===== src/hdl/bpfl_pkg.sv =====
// ----------------------------------------------------------------------------
// bpfl_pkg: shared types and constants of the byte pattern finder
// Field widths, register indexes, the queue item and the configuration bundle.
// ----------------------------------------------------------------------------
package bpfl_pkg;

  localparam int DATA_W  = 8;
  localparam int LINE_W  = 32;
  localparam int COL_W   = 24;
  localparam int INDEX_W = 25;
  localparam int LEN_W   = 5;
  localparam int CFG_DW  = 64;
  localparam int CFG_AW  = 5;

  localparam logic [DATA_W-1:0] NEWLINE_BYTE = 8'h0A;
  localparam logic [LINE_W-1:0] LINE_MAX     = 32'hFFFF_FFFF;
  localparam logic [COL_W-1:0]  COL_MAX      = 24'hFF_FFFF;

  // Decoupling queue between front and back.
  localparam int QDEPTH = 2;
  localparam int QIDX_W = 1;

  // Register indexes, taken from cfg_paddr[4:3].
  localparam logic [1:0] REG_PAT_LO  = 2'd0;
  localparam logic [1:0] REG_PAT_HI  = 2'd1;
  localparam logic [1:0] REG_PAT_LEN = 2'd2;

  typedef enum logic {
    KIND_MATCH = 1'b0,
    KIND_SHORT = 1'b1
  } result_kind_t;

  typedef struct packed {
    logic [DATA_W-1:0] data_byte;
    logic              is_newline;
    logic              last;
  } bpfl_item_t;

  typedef struct packed {
    logic [CFG_DW-1:0] pat_lo;
    logic [CFG_DW-1:0] pat_hi;
    logic [LEN_W-1:0]  pat_len;
  } bpfl_cfg_t;

endpackage


===== src/hdl/bpfl_front.sv =====
// ----------------------------------------------------------------------------
// bpfl_front: input side of the pattern finder
// Accepts beats, classifies newlines and holds them in a short queue.
// ----------------------------------------------------------------------------
module bpfl_front import bpfl_pkg::*; (
  input  logic              clk,
  input  logic              rst_n,
  input  logic              in_valid,
  output logic              in_ready,
  input  logic [DATA_W-1:0] in_byte,
  input  logic              in_last,
  output logic              q_valid,
  input  logic              q_ready,
  output bpfl_item_t        q_item
);

  localparam int CNT_W = $clog2(QDEPTH + 1);

  bpfl_item_t             mem_r [QDEPTH];
  logic [QIDX_W-1:0]      wr_ptr_r, wr_ptr_nxt;
  logic [QIDX_W-1:0]      rd_ptr_r, rd_ptr_nxt;
  logic [CNT_W-1:0]       count_r, count_nxt;
  logic                   push, pop;
  bpfl_item_t             item_in;

  assign in_ready = (count_r != CNT_W'(QDEPTH));
  assign q_valid  = (count_r != '0);
  assign q_item   = mem_r[rd_ptr_r];

  assign push = in_valid && in_ready;
  assign pop  = q_valid && q_ready;

  always_comb begin
    item_in.data_byte  = in_byte;
    item_in.is_newline = (in_byte == NEWLINE_BYTE);
    item_in.last       = in_last;
  end

  always_comb begin
    wr_ptr_nxt = push ? wr_ptr_r + 1'b1 : wr_ptr_r;
    rd_ptr_nxt = pop  ? rd_ptr_r + 1'b1 : rd_ptr_r;
    count_nxt  = count_r + CNT_W'(push) - CNT_W'(pop);
  end

  always_ff @(posedge clk) begin
    if (!rst_n) begin
      wr_ptr_r <= '0;
      rd_ptr_r <= '0;
      count_r  <= '0;
    end else begin
      wr_ptr_r <= wr_ptr_nxt;
      rd_ptr_r <= rd_ptr_nxt;
      count_r  <= count_nxt;
    end
  end

  always_ff @(posedge clk) begin
    if (push) begin
      mem_r[wr_ptr_r] <= item_in;
    end
  end

endmodule


===== src/hdl/bpfl_back.sv =====
// ----------------------------------------------------------------------------
// bpfl_back: execution side of the pattern finder
// Tracks line and column, shifts the window, compares and registers results.
// ----------------------------------------------------------------------------
module bpfl_back import bpfl_pkg::*; #(
  parameter int MAX_PATTERN = 16
) (
  input  logic               clk,
  input  logic               rst_n,
  input  bpfl_cfg_t          cfg,
  input  logic               q_valid,
  output logic               q_ready,
  input  bpfl_item_t         q_item,
  output logic               out_valid,
  input  logic               out_ready,
  output logic               out_kind,
  output logic [LINE_W-1:0]  out_line,
  output logic [INDEX_W-1:0] out_index
);

  localparam int WIN_IW = (MAX_PATTERN > 1) ? $clog2(MAX_PATTERN) : 1;

  logic [DATA_W-1:0]     win_r   [MAX_PATTERN];
  logic [DATA_W-1:0]     win_nxt [MAX_PATTERN];
  logic [LEN_W-1:0]      filled_r, filled_nxt;
  logic [LINE_W-1:0]     line_r, line_nxt;
  logic [COL_W-1:0]      col_r, col_nxt;
  logic                  out_valid_r;
  logic                  out_kind_r;
  logic [LINE_W-1:0]     out_line_r;
  logic [INDEX_W-1:0]    out_index_r;
  logic [LEN_W-1:0]      eff_len;
  logic [2*CFG_DW-1:0]   pattern;
  logic                  window_match;
  logic                  hit, too_short;
  logic                  take;

  assign take      = q_valid && (!out_valid_r || out_ready);
  assign q_ready   = !out_valid_r || out_ready;
  assign out_valid = out_valid_r;
  assign out_kind  = out_kind_r;
  assign out_line  = out_line_r;
  assign out_index = out_index_r;
  assign pattern   = {cfg.pat_hi, cfg.pat_lo};

  always_comb begin
    if (cfg.pat_len == '0) begin
      eff_len = LEN_W'(1);
    end else if (cfg.pat_len > LEN_W'(MAX_PATTERN)) begin
      eff_len = LEN_W'(MAX_PATTERN);
    end else begin
      eff_len = cfg.pat_len;
    end
  end

  // Line and column counters saturate at their top values.
  always_comb begin
    if (q_item.is_newline) begin
      line_nxt = (line_r == LINE_MAX) ? line_r : line_r + 1'b1;
      col_nxt  = COL_W'(1);
    end else begin
      line_nxt = line_r;
      col_nxt  = (col_r == COL_MAX) ? col_r : col_r + 1'b1;
    end
    filled_nxt = (filled_r == LEN_W'(MAX_PATTERN)) ? filled_r : filled_r + 1'b1;
  end

  always_comb begin
    win_nxt[0] = q_item.data_byte;
    for (int k = 1; k < MAX_PATTERN; k++) begin
      win_nxt[k] = win_r[k-1];
    end
  end

  // Pattern byte i is held against the byte that arrived len-1-i beats ago.
  always_comb begin
    logic [LEN_W-1:0] age;
    window_match = 1'b1;
    for (int i = 0; i < MAX_PATTERN; i++) begin
      age = eff_len - LEN_W'(i) - LEN_W'(1);
      if (LEN_W'(i) < eff_len) begin
        if (win_nxt[age[WIN_IW-1:0]] != pattern[8*i +: 8]) begin
          window_match = 1'b0;
        end
      end
    end
  end

  assign hit       = (filled_nxt >= eff_len) && window_match;
  assign too_short = (filled_nxt < eff_len) && q_item.last;

  always_ff @(posedge clk) begin
    if (!rst_n) begin
      out_valid_r <= 1'b0;
      filled_r    <= '0;
      line_r      <= LINE_W'(1);
      col_r       <= COL_W'(1);
      for (int k = 0; k < MAX_PATTERN; k++) begin
        win_r[k] <= '0;
      end
    end else if (take) begin
      out_valid_r <= hit || too_short;
      if (q_item.last) begin
        filled_r <= '0;
        line_r   <= LINE_W'(1);
        col_r    <= COL_W'(1);
        for (int k = 0; k < MAX_PATTERN; k++) begin
          win_r[k] <= '0;
        end
      end else begin
        filled_r <= filled_nxt;
        line_r   <= line_nxt;
        col_r    <= col_nxt;
        win_r    <= win_nxt;
      end
    end else if (out_ready) begin
      out_valid_r <= 1'b0;
    end
  end

  always_ff @(posedge clk) begin
    if (take) begin
      if (hit) begin
        out_kind_r  <= KIND_MATCH;
        out_line_r  <= line_nxt;
        out_index_r <= {1'b0, col_nxt} - INDEX_W'(eff_len);
      end else begin
        out_kind_r  <= KIND_SHORT;
        out_line_r  <= '0;
        out_index_r <= '0;
      end
    end
  end

endmodule


===== src/hdl/byte_pattern_finder_line_column_core.sv =====
// ----------------------------------------------------------------------------
// byte_pattern_finder_line_column_core: streaming pattern search with position
// Scans a byte stream for a pattern of up to 16 bytes and reports line/index.
// ----------------------------------------------------------------------------
// Usage:
//   The in_ stream carries one text byte per beat in in_tdata; in_tlast marks
//   the final byte of a stream, after which window and counters start over.
//   The out_ stream gives at most one result beat per input beat. out_tuser
//   is the result kind: low for a match, high for a stream that ended before
//   the pattern fit. out_tdata holds the line number and the signed index
//   (column minus pattern length); both are zero for a too-short result.
//   The pattern and its length are set over the APB-style cfg_ port; the user
//   must set them only while no stream beat is in flight; nothing enforces it.
// Timing:
//   One byte per cycle sustained while out_tready does not hold a result.
//   An accepted byte is first written into the front queue; the compare
//   then reads it from the queue head and loads the output register that
//   feeds out_, where its result is presented. The window shift and compare
//   set the rate.
// Reset and stall:
//   rst_n (synchronous) empties the queue, drops any pending result, sets the
//   pattern to zero with length one and restarts the counters. When out_tready
//   is held low the compare stage stops and the two-entry queue fills, after
//   which in_tready falls; nothing is dropped.
// ----------------------------------------------------------------------------
module byte_pattern_finder_line_column_core import bpfl_pkg::*; #(
  parameter int MAX_PATTERN = 16
) (
  input  logic              clk,
  input  logic              rst_n,
  // Input stream
  input  logic              in_tvalid,
  output logic              in_tready,
  input  logic [7:0]        in_tdata,   // [7:0] data_byte
  input  logic              in_tlast,   // end_of_stream
  // Result stream
  output logic              out_tvalid,
  input  logic              out_tready,
  output logic [63:0]       out_tdata,  // [31:0] line_number, [56:32] match_index
  output logic              out_tuser,  // result_kind
  // Configuration port
  input  logic              cfg_psel,
  input  logic              cfg_penable,
  input  logic              cfg_pwrite,
  input  logic [CFG_AW-1:0] cfg_paddr,
  input  logic [CFG_DW-1:0] cfg_pwdata,
  output logic [CFG_DW-1:0] cfg_prdata,
  output logic              cfg_pready
);

  bpfl_cfg_t          cfg_r;
  logic               cfg_wr;
  logic [1:0]         cfg_idx;
  logic               q_valid, q_ready;
  bpfl_item_t         q_item;
  logic               res_kind;
  logic [LINE_W-1:0]  res_line;
  logic [INDEX_W-1:0] res_index;

  // Registers lie at 8-byte strides, so the index sits above the byte offset.
  assign cfg_pready = 1'b1;
  assign cfg_idx    = cfg_paddr[4:3];
  assign cfg_wr     = cfg_psel && cfg_penable && cfg_pwrite && cfg_pready;

  always_ff @(posedge clk) begin
    if (!rst_n) begin
      cfg_r.pat_lo  <= '0;
      cfg_r.pat_hi  <= '0;
      cfg_r.pat_len <= LEN_W'(1);
    end else if (cfg_wr) begin
      unique case (cfg_idx)
        REG_PAT_LO:  cfg_r.pat_lo  <= cfg_pwdata;
        REG_PAT_HI:  cfg_r.pat_hi  <= cfg_pwdata;
        REG_PAT_LEN: cfg_r.pat_len <= cfg_pwdata[LEN_W-1:0];
        default: ;
      endcase
    end
  end

  always_comb begin
    unique case (cfg_idx)
      REG_PAT_LO:  cfg_prdata = cfg_r.pat_lo;
      REG_PAT_HI:  cfg_prdata = cfg_r.pat_hi;
      REG_PAT_LEN: cfg_prdata = {{(CFG_DW-LEN_W){1'b0}}, cfg_r.pat_len};
      default:     cfg_prdata = '0;
    endcase
  end

  // Front: accept and classify bytes into the decoupling queue.
  bpfl_front u_front (
    .clk      (clk),
    .rst_n    (rst_n),
    .in_valid (in_tvalid),
    .in_ready (in_tready),
    .in_byte  (in_tdata),
    .in_last  (in_tlast),
    .q_valid  (q_valid),
    .q_ready  (q_ready),
    .q_item   (q_item)
  );

  // Back: counters, window, compare and the result register.
  bpfl_back #(
    .MAX_PATTERN (MAX_PATTERN)
  ) u_back (
    .clk       (clk),
    .rst_n     (rst_n),
    .cfg       (cfg_r),
    .q_valid   (q_valid),
    .q_ready   (q_ready),
    .q_item    (q_item),
    .out_valid (out_tvalid),
    .out_ready (out_tready),
    .out_kind  (res_kind),
    .out_line  (res_line),
    .out_index (res_index)
  );

  assign out_tuser = res_kind;
  assign out_tdata = {{(64-LINE_W-INDEX_W){1'b0}}, res_index, res_line};

  // A too-short result carries no position.
  a_short_zero: assert property (@(posedge clk) disable iff (!rst_n)
    out_tvalid && out_tuser |-> out_tdata == 64'd0)
    else $error("too-short result with nonzero position");

  // A match always reports a line number of at least one.
  a_match_line: assert property (@(posedge clk) disable iff (!rst_n)
    out_tvalid && !out_tuser |-> out_tdata[31:0] != 32'd0)
    else $error("match result with line number zero");

  // The queue can only fill while a result waits at the output.
  a_full_needs_stall: assert property (@(posedge clk) disable iff (!rst_n)
    !in_tready |-> out_tvalid)
    else $error("input stalled without a pending result");

endmodule

===== config.mk =====
export PLATFORM = sky130hd
export DESIGN_NAME = byte_pattern_finder_line_column_core
export DESIGN_NICKNAME = d
export VERILOG_FILES = /design/src/hdl/bpfl_pkg.sv /design/src/hdl/bpfl_front.sv /design/src/hdl/bpfl_back.sv /design/src/hdl/byte_pattern_finder_line_column_core.sv
export SDC_FILE = /design/constraint.sdc
export NUM_CORES = 1
export LEC_CHECK = 0
export BUFFER_PORTS_ARGS = -buffer_cell sky130_fd_sc_hd__buf_2
export CAP_MARGIN = 30
export CORE_ASPECT_RATIO = 2
export CORE_UTILIZATION = 62
export DETAILED_ROUTE_END_ITERATION = 7
export PLACE_DENSITY = 0.82
export REMOVE_ABC_BUFFERS = 1
export SLEW_MARGIN = 10
export SYNTH_ARGS = -nofsm -noshare
export SYNTH_HDL_FRONTEND = slang
export SYNTH_SLANG_ARGS = --single-unit

===== constraint.sdc =====
create_clock -name clk -period 6.4 [get_ports clk]
set_input_delay 0.96 -clock clk [delete_from_list [all_inputs] [get_ports clk]]
set_output_delay 0.96 -clock clk [all_outputs]
set_load 0.05 [all_outputs]

Word-level counts from Yosys, hierarchy flattened
Memories as Yosys holds them, arrays and structs flattened. A register that Yosys moved wholly into a read port is not among the register bits.
Index checks and enable logic that the tools add are counted.
Operators by class
  $add $sub $neg: 38
  order comparisons: 35
  eq/ne operators: 23
  mux-type cells: 99
  bitwise operators: 16
  reductions and logical operators: 16
Operators by type and width (count)
  $bmux 8 s4: 16
  $mux 8: 32
  $pmux 64 s3: 1
  $mux 128: 1
  $ne 8x8->1: 16
  $mux 32: 3
  $ge 5x5->1 const B: 16
  $not 4->5: 16
  $mux 24: 3
  $sub 4x1->4 const B: 16
  $lt 4x5->1 const A: 8
  $mux 1: 39
  $add 32x1->32 const B: 1
  $eq 32x32->1 const B: 1
  $sub 4x4->4 const B: 8
  $sub 24x5->25: 1
  $add 24x1->24 const B: 1
  $eq 24x24->1 const B: 1
  $lt 3x5->1 const A: 4
  $mux 5: 4
  $sub 4x3->4 const B: 4
  $lt 1x5->1 const A: 2
  $lt 2x5->1 const A: 2
  $eq 8x4->1 const B: 1
  other kinds (19): 30
Word-level totals
  register bits after elaboration: 377
  bits in writable memories: 20
  bits of input ports: 85
  output and inout bits: 132
  word-level logic and storage cells: 256
  memories: 1
Memory list
  u_front.mem_r: depth 2, bits a word 10, read ports 1, clocked after Yosys merged registers in 1, wr ports 1, line bpfl_front.sv:19  | bpfl_item_t mem_r [QDEPTH];

Longest topological paths before layout
Gate-level depths: netlist of the first run.
  word-level depth: 44
  mapped depth: 24

Hierarchy
A second synthesis of the first run with hierarchy kept.
Second synthesis, totals
  cells, all modules: 3260
  area, all modules: 28050.7 µm²
Modules (own cells, without submodules)
  bpfl_back: instances 1, cells an instance 2534, area an instance 20931.3 µm²
  byte_pattern_finder_line_column_core: instances 1, cells an instance 663, area an instance 6115.9 µm²
  bpfl_front: instances 1, cells an instance 63, area an instance 1003.5 µm²

Least setup slack after synthesis of the first run
OpenSTA, ideal clock, no wires.
  path kind: reg2reg
  from: register cfg_r[1] (netlist bit)
  to: register u_back.out_index_r[24], in the netlist u_back.out_index[24] (data pin)
  setup time: 168 ps
  arrival: 5339 ps
  slack: 893 ps
  cell stages (with the launch flop): 21
  path buffers: 7
  path through: dfxtp_1 buf_2 or4_1 buf_6 nand2_8 inv_6 buf_2 ha_1 clkbuf_1 inv_1 buf_1 clkbuf_1 mux4_2 mux4_2 xor2_1 nor4_2 nand3_1 o41ai_2 nand4_1 buf_4 nor4b_4
Between the ends
  word-level cells in the longest chain between the ends: 42
  elaborated cells on any way between the ends: 165
  classes of those cells: add/sub (31); order compare (18); eq/ne (16); mux (82); bitwise (16); reduce/logical (2)
RTL lines
  from (decl): line byte_pattern_finder_line_column_core.sv:51  | bpfl_cfg_t cfg_r;
  $gt 5x5->1: line bpfl_back.sv:49  | end else if (cfg.pat_len > LEN_W'(MAX_PATTERN)) begin
  $mux 5: line bpfl_back.sv:49
  $mux 5 *: line bpfl_back.sv:47  | if (cfg.pat_len == '0) begin
  branches (longest 39 deep; another with $sub 4x1->4)
  to (signal assigned): line bpfl_back.sv:126  | out_index_r <= {1'b0, col_nxt} - INDEX_W'(eff_len);
  to (decl): line bpfl_back.sv:31  | logic [INDEX_W-1:0] out_index_r;
Mark *: on every way between the ends. The select of a mux whose other input is x is not followed.
A chain may end at the register's enable or synchronous reset.

Worst setup path in the final report of the first run
  from: register cfg_r[4] (netlist bit)
  to: register u_back.out_line_r[17], in the netlist u_back.out_line[17] (data pin)
Between the ends
  word-level cells in the longest chain between the ends: 42
  elaborated cells on any way between the ends: 164
  classes of those cells: add/sub (30); order compare (18); eq/ne (16); mux (82); bitwise (16); reduce/logical (2)
RTL lines
  $gt 5x5->1: line bpfl_back.sv:49
  $mux 5: line bpfl_back.sv:49
  $mux 5 *: line bpfl_back.sv:47
  branches (longest 38 deep; another with $sub 4x1->4)
  $logic_and 1x1->1 *: line bpfl_back.sv:89  | assign hit = (filled_nxt >= eff_len) && window_match;
  to (signal assigned): line bpfl_back.sv:125  | out_line_r <= line_nxt;
  to (decl): line bpfl_back.sv:30  | logic [LINE_W-1:0] out_line_r;
Marks and branches as above.

==> metrics, run 1 <==
first-pass GRT wire length=158 mm; Crit path arrival time=6210 ps; post-cts resize count=0; Routed Antenna Nets=0; fmax=172 MHz; maximum number of buffers from clock root to sink=3; io pins=217; H-tree depth=2; hold buffers post-CTS=0; min cycle time layout=5800 ps; Synth Flop Type=dfxtp_1; worst vdd ir=0.305 mV; crit path kind=reg2reg; crit-path max FO=32; nets=3440; DIE AREA=around 45000 um2; clock tree root buffer cell=clkbuf_16; maximum capacitance violations=0; Mapped Area=27400 um2; Starting DRT DRC Count=2801; Cells after Synth=~3200; pre-CTS WS=781 ps; chip height=299 um; Final setup viols=0; core area=43500 um2; power per cell area=264 nW/um2; vias per cell=6.97; Worst-path clk slew=60 ps; endpoints failing hold=0; cell taking the most area after synthesis=dfxtp_1; Hold Path Origin=cfg_r[111]; Post-synth ARST share=0; DR WL/cell=27.0 um; Final Slew Violations=0; Crit. End Element=flop; Cell Area, Placed=29100 um2; largest net degree at the start of global routing=141; ranking of synthesized cells by area=dfxtp_1, edfxtp_1, mux4_2, nand2_1, a22oi_1; initial antenna violation count=3; CP Launch Point=cfg_r[4]; WL final=approximately 110 mm; synth warn=0; RSZ-0062 raised after global routing=no; Leak Pwr=11.5 nW; vias in the first global route=26860; CTS Buf Count=39; vias=27264; clk sinks=approximately 400; Hold WS=485 ps; Syn-to-layout area delta=11.3%; Yosys cell types=86; final instance area=30500 um2; grt ovf=0; FP Rows=108; CTS tree=yes; PortBufs=205; Worst Skew=26.2 ps; gr usage total=0.469; DR DRC count=6; Startpoint Class=flop; Worst-Margin Slew=1040 ps; share of the synthesized area in the top cell type=0.234; Inst Count DP=3837; Starting Density=0.630; Initial DRT Pass Iterations=8; Avg Synthesized Cell Area=8.51 um2; Die W=around 150 um; failing checks=DRC; Synth Register Bits=398; Clk Latency, worst-skew pair=570 ps; Setup WS post-layout=600 ps; share of cells above drive strength 1=0.174; # Post-CTS Setup Buffers=0; Hold WC Path Type=reg2reg; final worst-path cycle share=0.906; Worst R2R Start=cfg_r[4]; sequential share of the synthesized area=0.319; dpl hpwl=approximately 77 mm; outcome=finished, violations left; Max-slew headroom=0.299; EDFF count, synth=78; GP Congestion=1.08; final cell count without fillers=a little under 4000; Critical Path RT=6810 ps
## state kept, by name, summed over array words and instances (netlist names), 2 cells and up, named ones only
signal and cells:
u_back.out_index 25, u_back.line_r 32, u_back.filled_r 5, u_front.count_r 2, u_front.mem_r 20, u_back.win_nxt 120, u_back.out_line 32, u_back.col_r 24
cfg_r 133
## layer usage
| layer | vias to the layer above | share of wire | GRT usage |
|---|---|---|---|
| met5 | - | 0.00012 | 0 |
| met4 | 2 | 0.12 | 0.467 |
| met3 | 635 | 0.090 | 0.120 |
| met2 | 1796 | 0.48 | 0.793 |
| met1 | 12877 | 0.31 | 0.448 |
| li1 | 11954 | - | - |
## worst paths after layout
path,end,slack (ps),cells past startpoint
max reg2reg,u_back.out_line[17],600,18
min,cfg_r[111],490,2
max,u_back.out_line[17],600,18
min reg2reg,cfg_r[111],490,2
## cell type report
type | instances | area, um2
timing repair buffer | 330 | 2070
sequential | 398 | 8750
antenna | 1 | 2.50
fill | 3428 | 13000
clock inverter | 18 | 200
multi-input combinational | 2526 | 17500
inverter | 36 | 141
clock buffer | 53 | 1110
tap | 550 | 688
## Yosys cell counts, drive strengths merged (28+ instances only)
master	instances
nor3	68
nand2b	69
inv	35
or2	30
clkbuf	202
xor2	96
nand2	446
mux4	84
buf	64
a21boi	143
o21ai	108
nor2b	177
xnor2	71
and2	28
and3	38
a21oi	67
dfxtp	320
nor2	210
edfxtp	78
o22ai	53
mux2i	151
nand3	80
a211oi	39
a22oi	215
## where the power goes
group	internal [W]	switching (W)	leakage, nW
logic	0.000706	0.00198	7.51
clock network	0.00136	0.00108	0.642
registers	0.00281	0.000128	3.35
total	0.00488	0.00318	11.5
## kinds of logic after synthesis
kind of cell	Yosys count	synth area share
compound gates	812	0.211
xor+xnor	167	0.0534
fa+ha+maj	24	0.0112
buf+inv	302	0.0447
flops	398	0.319
mux	254	0.132
other cells	2	0.000274
simple gates	1261	0.228
## through the flow
step / util / power, W / setup TNS (ps)
4_1_cts: 0.700 / 0.00796 / 0
6_report: 0.701 / 0.00806 / 0
3_5_place_dp: 0.670 / 0.00557 / 0
2_1_floorplan: - / 0.00469 / -320750
3_3_place_gp: 0.669 / 0.00550 / 0
5_1_grt: 0.701 / 0.00832 / 0
## layout by cell type (no fill, tap or decap), types with 16 or more instances in the layout
master / n
o211ai_1: 23
nand2b_1: 69
a211oi_1: 39
o22ai_1: 53
mux4_2: 84
clkbuf_16: 42
a21oi_1: 66
nand2_1: 445
nor4_1: 18
o21ai_0: 105
xnor2_1: 69
and3_1: 38
and2_1: 24
a21boi_0: 143
or3_1: 17
nor2_1: 198
a221oi_1: 18
nor3_1: 67
a22oi_1: 215
or2_2: 29
nand4_1: 26
o221ai_1: 17
dfxtp_1: 317
mux2i_1: 150
nor2b_1: 176
buf_4: 116
inv_1: 33
mux2_2: 19
ha_1: 22
a31o_2: 16
nand3_1: 80
xor2_1: 96
edfxtp_1: 78
buf_2: 203
## critical path, cell delays in order (launching register included)
cell	delay, ps
dfxtp_2	390
or4_1	690
nand2_8	120
inv_6	30
ha_2	530
buf_4	330
nand2b_1	140
a22oi_1	80
or2_2	470
mux4_2	520
xor2_1	150
or3b_1	390
o41ai_1	580
a41oi_1	220
a221oi_1	270
nand4_1	150
buf_4	230
buf_12	180
nor2_1	150
No activity file was read; power rests on OpenSTA's default activity.
==> run 2, diff against run 1 <==
Settings changed: SYNTH_HIERARCHICAL set to 1.
==> run 2 against run 1 <==
The run still ends with DRC left. Clock-buffer cell count increased by 3. Sequential share of layout area decreased by 0.11 points. Area after synthesis increased by 2.4%. Register-to-register slack got worse by 210 ps. Largest cell class unchanged. Largest power group unchanged.
==> metrics, run 2 <==
# Post-CTS Setup Buffers=0; Yosys cell types=102; Post-synth ARST share=0; met2 Use GR=0.804; DIE AREA=about 46000 um2; vias in the first global route=27090; crit path kind=reg2reg; Mapped Area=between 20000 and 30000 um2; Inst Count DP=between 3000 and 4000; DR DRC count=20; EDFF count, synth=78; Synth Flop Type=dfxtp_1; path depth of the worst reg2reg path=16; failing checks=DRC; Hold WS=490 ps; busiest grt layer=met2; endpoints failing hold=0; Starting Density=0.631; CTS Buf Count=38; most frequent cells in the layout=nand2_1, dfxtp_1, mux2i_1; Critical Path RT=6810 ps; hold buffers post-CTS=0; final cell count without fillers=3908; Cells after Synth=~3300; Worst Hold Endpoint=cfg_r[48]; Hold Path Origin=cfg_r[48]; final worst-path cycle share=0.940; PortBufs=205; largest net degree at the start of global routing=between 150 and 200; Max-slew headroom=0.170; Avg Synthesized Cell Area=between 8 and 9 um2; WL final=approximately 110 mm; Die W=152 um; Clock power frac=0.305; H-tree depth=2; most flop-heavy register=cfg_r; number of fillers in the final layout=3521; crit-path max FO=79; Worst Path Buf+Inv=5; power per cell area=between 200 and 300 nW/um2; CTS tree=yes; Crit. End Element=flop; GP Congestion=1.08; dpl hpwl=81.0 mm; Startpoint Class=flop; Gate power share=0.334; DR WL/cell=between 20 and 30 um; sequential share of the synthesized area=0.312; outcome=finished, violations left; worst reg2reg setup slack=390 ps; grt ovf=0; fmax=166 MHz; Final Slew Violations=0; Flop pwr share=0.361; Syn-to-layout area delta=9.14%; CP Launch Point=cfg_r[4]; Cell Int Power=0.00494 W; FP Rows=roughly 110; ranking of synthesized cells by area=dfxtp_1, mux2i_1, edfxtp_1, nand2_1, mux4_2; most common cell in the netlist=nand2_1; Synth Register Bits=between 300 and 400; pre-CTS WS=732 ps; cell taking the most area after synthesis=dfxtp_1; chip height=303 um; clock tree root buffer cell=clkbuf_16; nets=approximately 3400; Worst Skew=15.4 ps; Crit path arrival time=about 6400 ps; worst vdd ir=0.416 mV; vias=about 28000; io pins=roughly 220; Leak Pwr=11.6 nW; min cycle time layout=6010 ps; Setup WS post-layout=roughly 390 ps; clk sinks=398; Max stage delay on crit path=840 ps; met3 global-route usage=0.138; RSZ-0062 raised after global routing=no; Switching Fraction=0.395; maximum number of buffers from clock root to sink=3; share of the synthesized area in the top cell type=0.228; share of cells above drive strength 1=0.148; Clk Latency, worst-skew pair=560 ps; initial antenna violation count=5; gr usage total=0.484; core area=44500 um2; first-pass GRT wire length=168 mm; worst hold path depth=2; Final setup viols=0; most common library cells after synthesis=nand2_1, dfxtp_1, mux2i_1; synth warn=6; vias per cell=7.24; Worst-path clk slew=roughly 70 ps; Worst R2R Start=cfg_r[4]; Worst-Margin Slew=~1200 ps; maximum capacitance violations=0; worst-path cell chain=buf_12 > nor2b_1 > nor2_8 > inv_4 > buf_12 > mux4_2 > a22oi_1 > a31oi_1 > nor4_1 > nand4_1 > o41a_1 > a211oi_1 > nand4_1 > buf_4 > buf_4 > nor2_1; Hold WC Path Type=reg2reg; slowest stage cell on the critical path=nor2b_1; Starting DRT DRC Count=3458; Critical R2R Capture=u_back/out_index[21]; delay-heaviest family, CP=simple AND/OR/NAND/NOR gates; Routed Antenna Nets=0; Initial DRT Pass Iterations=8; post-cts resize count=0; max FFs per register=between 100 and 150; met1 Usage GRT=0.463; commonest non-fill, non-tap cell in the layout=nand2_1; net switching power=0.00322 W; Sum Neg Setup Slack=0 ps
## run 2: power by group through the flow
stage | clock network, W | registers [W] | logic (W)
floorplan | 0 | 0.00350 | 0.00121
finish | 0.00249 | 0.00294 | 0.00273
CTS | 0.00250 | 0.00294 | 0.00263
global placement | 0 | 0.00298 | 0.00257
detailed placement | 0 | 0.00299 | 0.00262
global route | 0.00257 | 0.00296 | 0.00281
## run 2: routing by layer
metal / part of all wire / routed length (um)
met1: 0.31 / 35600
met2: 0.46 / 52900
met3: 0.10 / 11400
met4: 0.13 / 14700
met5: 0.00024 / 27
## run 2: how the worst max path moves through the flow
stage / to / slack (ps) / depth (start not counted)
2_1_floorplan: u_back/out_index[24] / -3400 / 11
3_3_place_gp: u_back/out_index[24] / 790 / 16
3_5_place_dp: u_back/out_index[21] / 730 / 17
4_1_cts: u_back/out_index[21] / 680 / 17
5_1_grt: u_back/out_index[21] / 240 / 17
6_report: u_back/out_index[21] / 390 / 16
## run 2: kinds of logic after synthesis
logic type               count (synthesis)  synth area share
multiplexers                           367             0.155
flip-flops                             398             0.312
XOR/XNOR                               171            0.0537
AND/OR/NAND/NOR                       1181             0.210
buffers and inverters                  327            0.0544
AO/OA/AOI/OAI                          796             0.206
adder cells (fa/ha/maj)                 18           0.00821
other                                    2          0.000268
## run 2: layout make-up
cell class / count / area (um2) / area share
flip-flops and latches: 398 / 8750 / 0.286
clock inverters: 13 / 200 / 0.00654
well taps: 555 / 694 / 0.0227
multi-input cells: 2541 / 17800 / 0.583
repair buffers: 302 / 1810 / 0.0592
diodes: 3 / 7.51 / 0.000245
inverters: 40 / 158 / 0.00515
clock buffers: 56 / 1140 / 0.0373
## run 2: through the flow
step	total power, W	area, um2	util
2_1_floorplan	0.00471	26700	-
3_3_place_gp	0.00555	29200	0.658
3_5_place_dp	0.00561	29300	0.658
4_1_cts	0.00807	30600	0.688
5_1_grt	0.00834	30600	0.689
6_report	0.00816	30600	0.689
## run 2: worst reg2reg max path, stage by stage, from the launching register on
cell	delay (ps)
dfxtp_2	350
buf_12	200
nor2b_1	890
nor2_8	230
inv_4	140
buf_12	330
mux4_2	750
a22oi_1	280
a31oi_1	110
nor4_1	540
nand4_1	470
o41a_1	590
a211oi_1	270
nand4_1	160
buf_4	250
buf_4	190
nor2_1	120
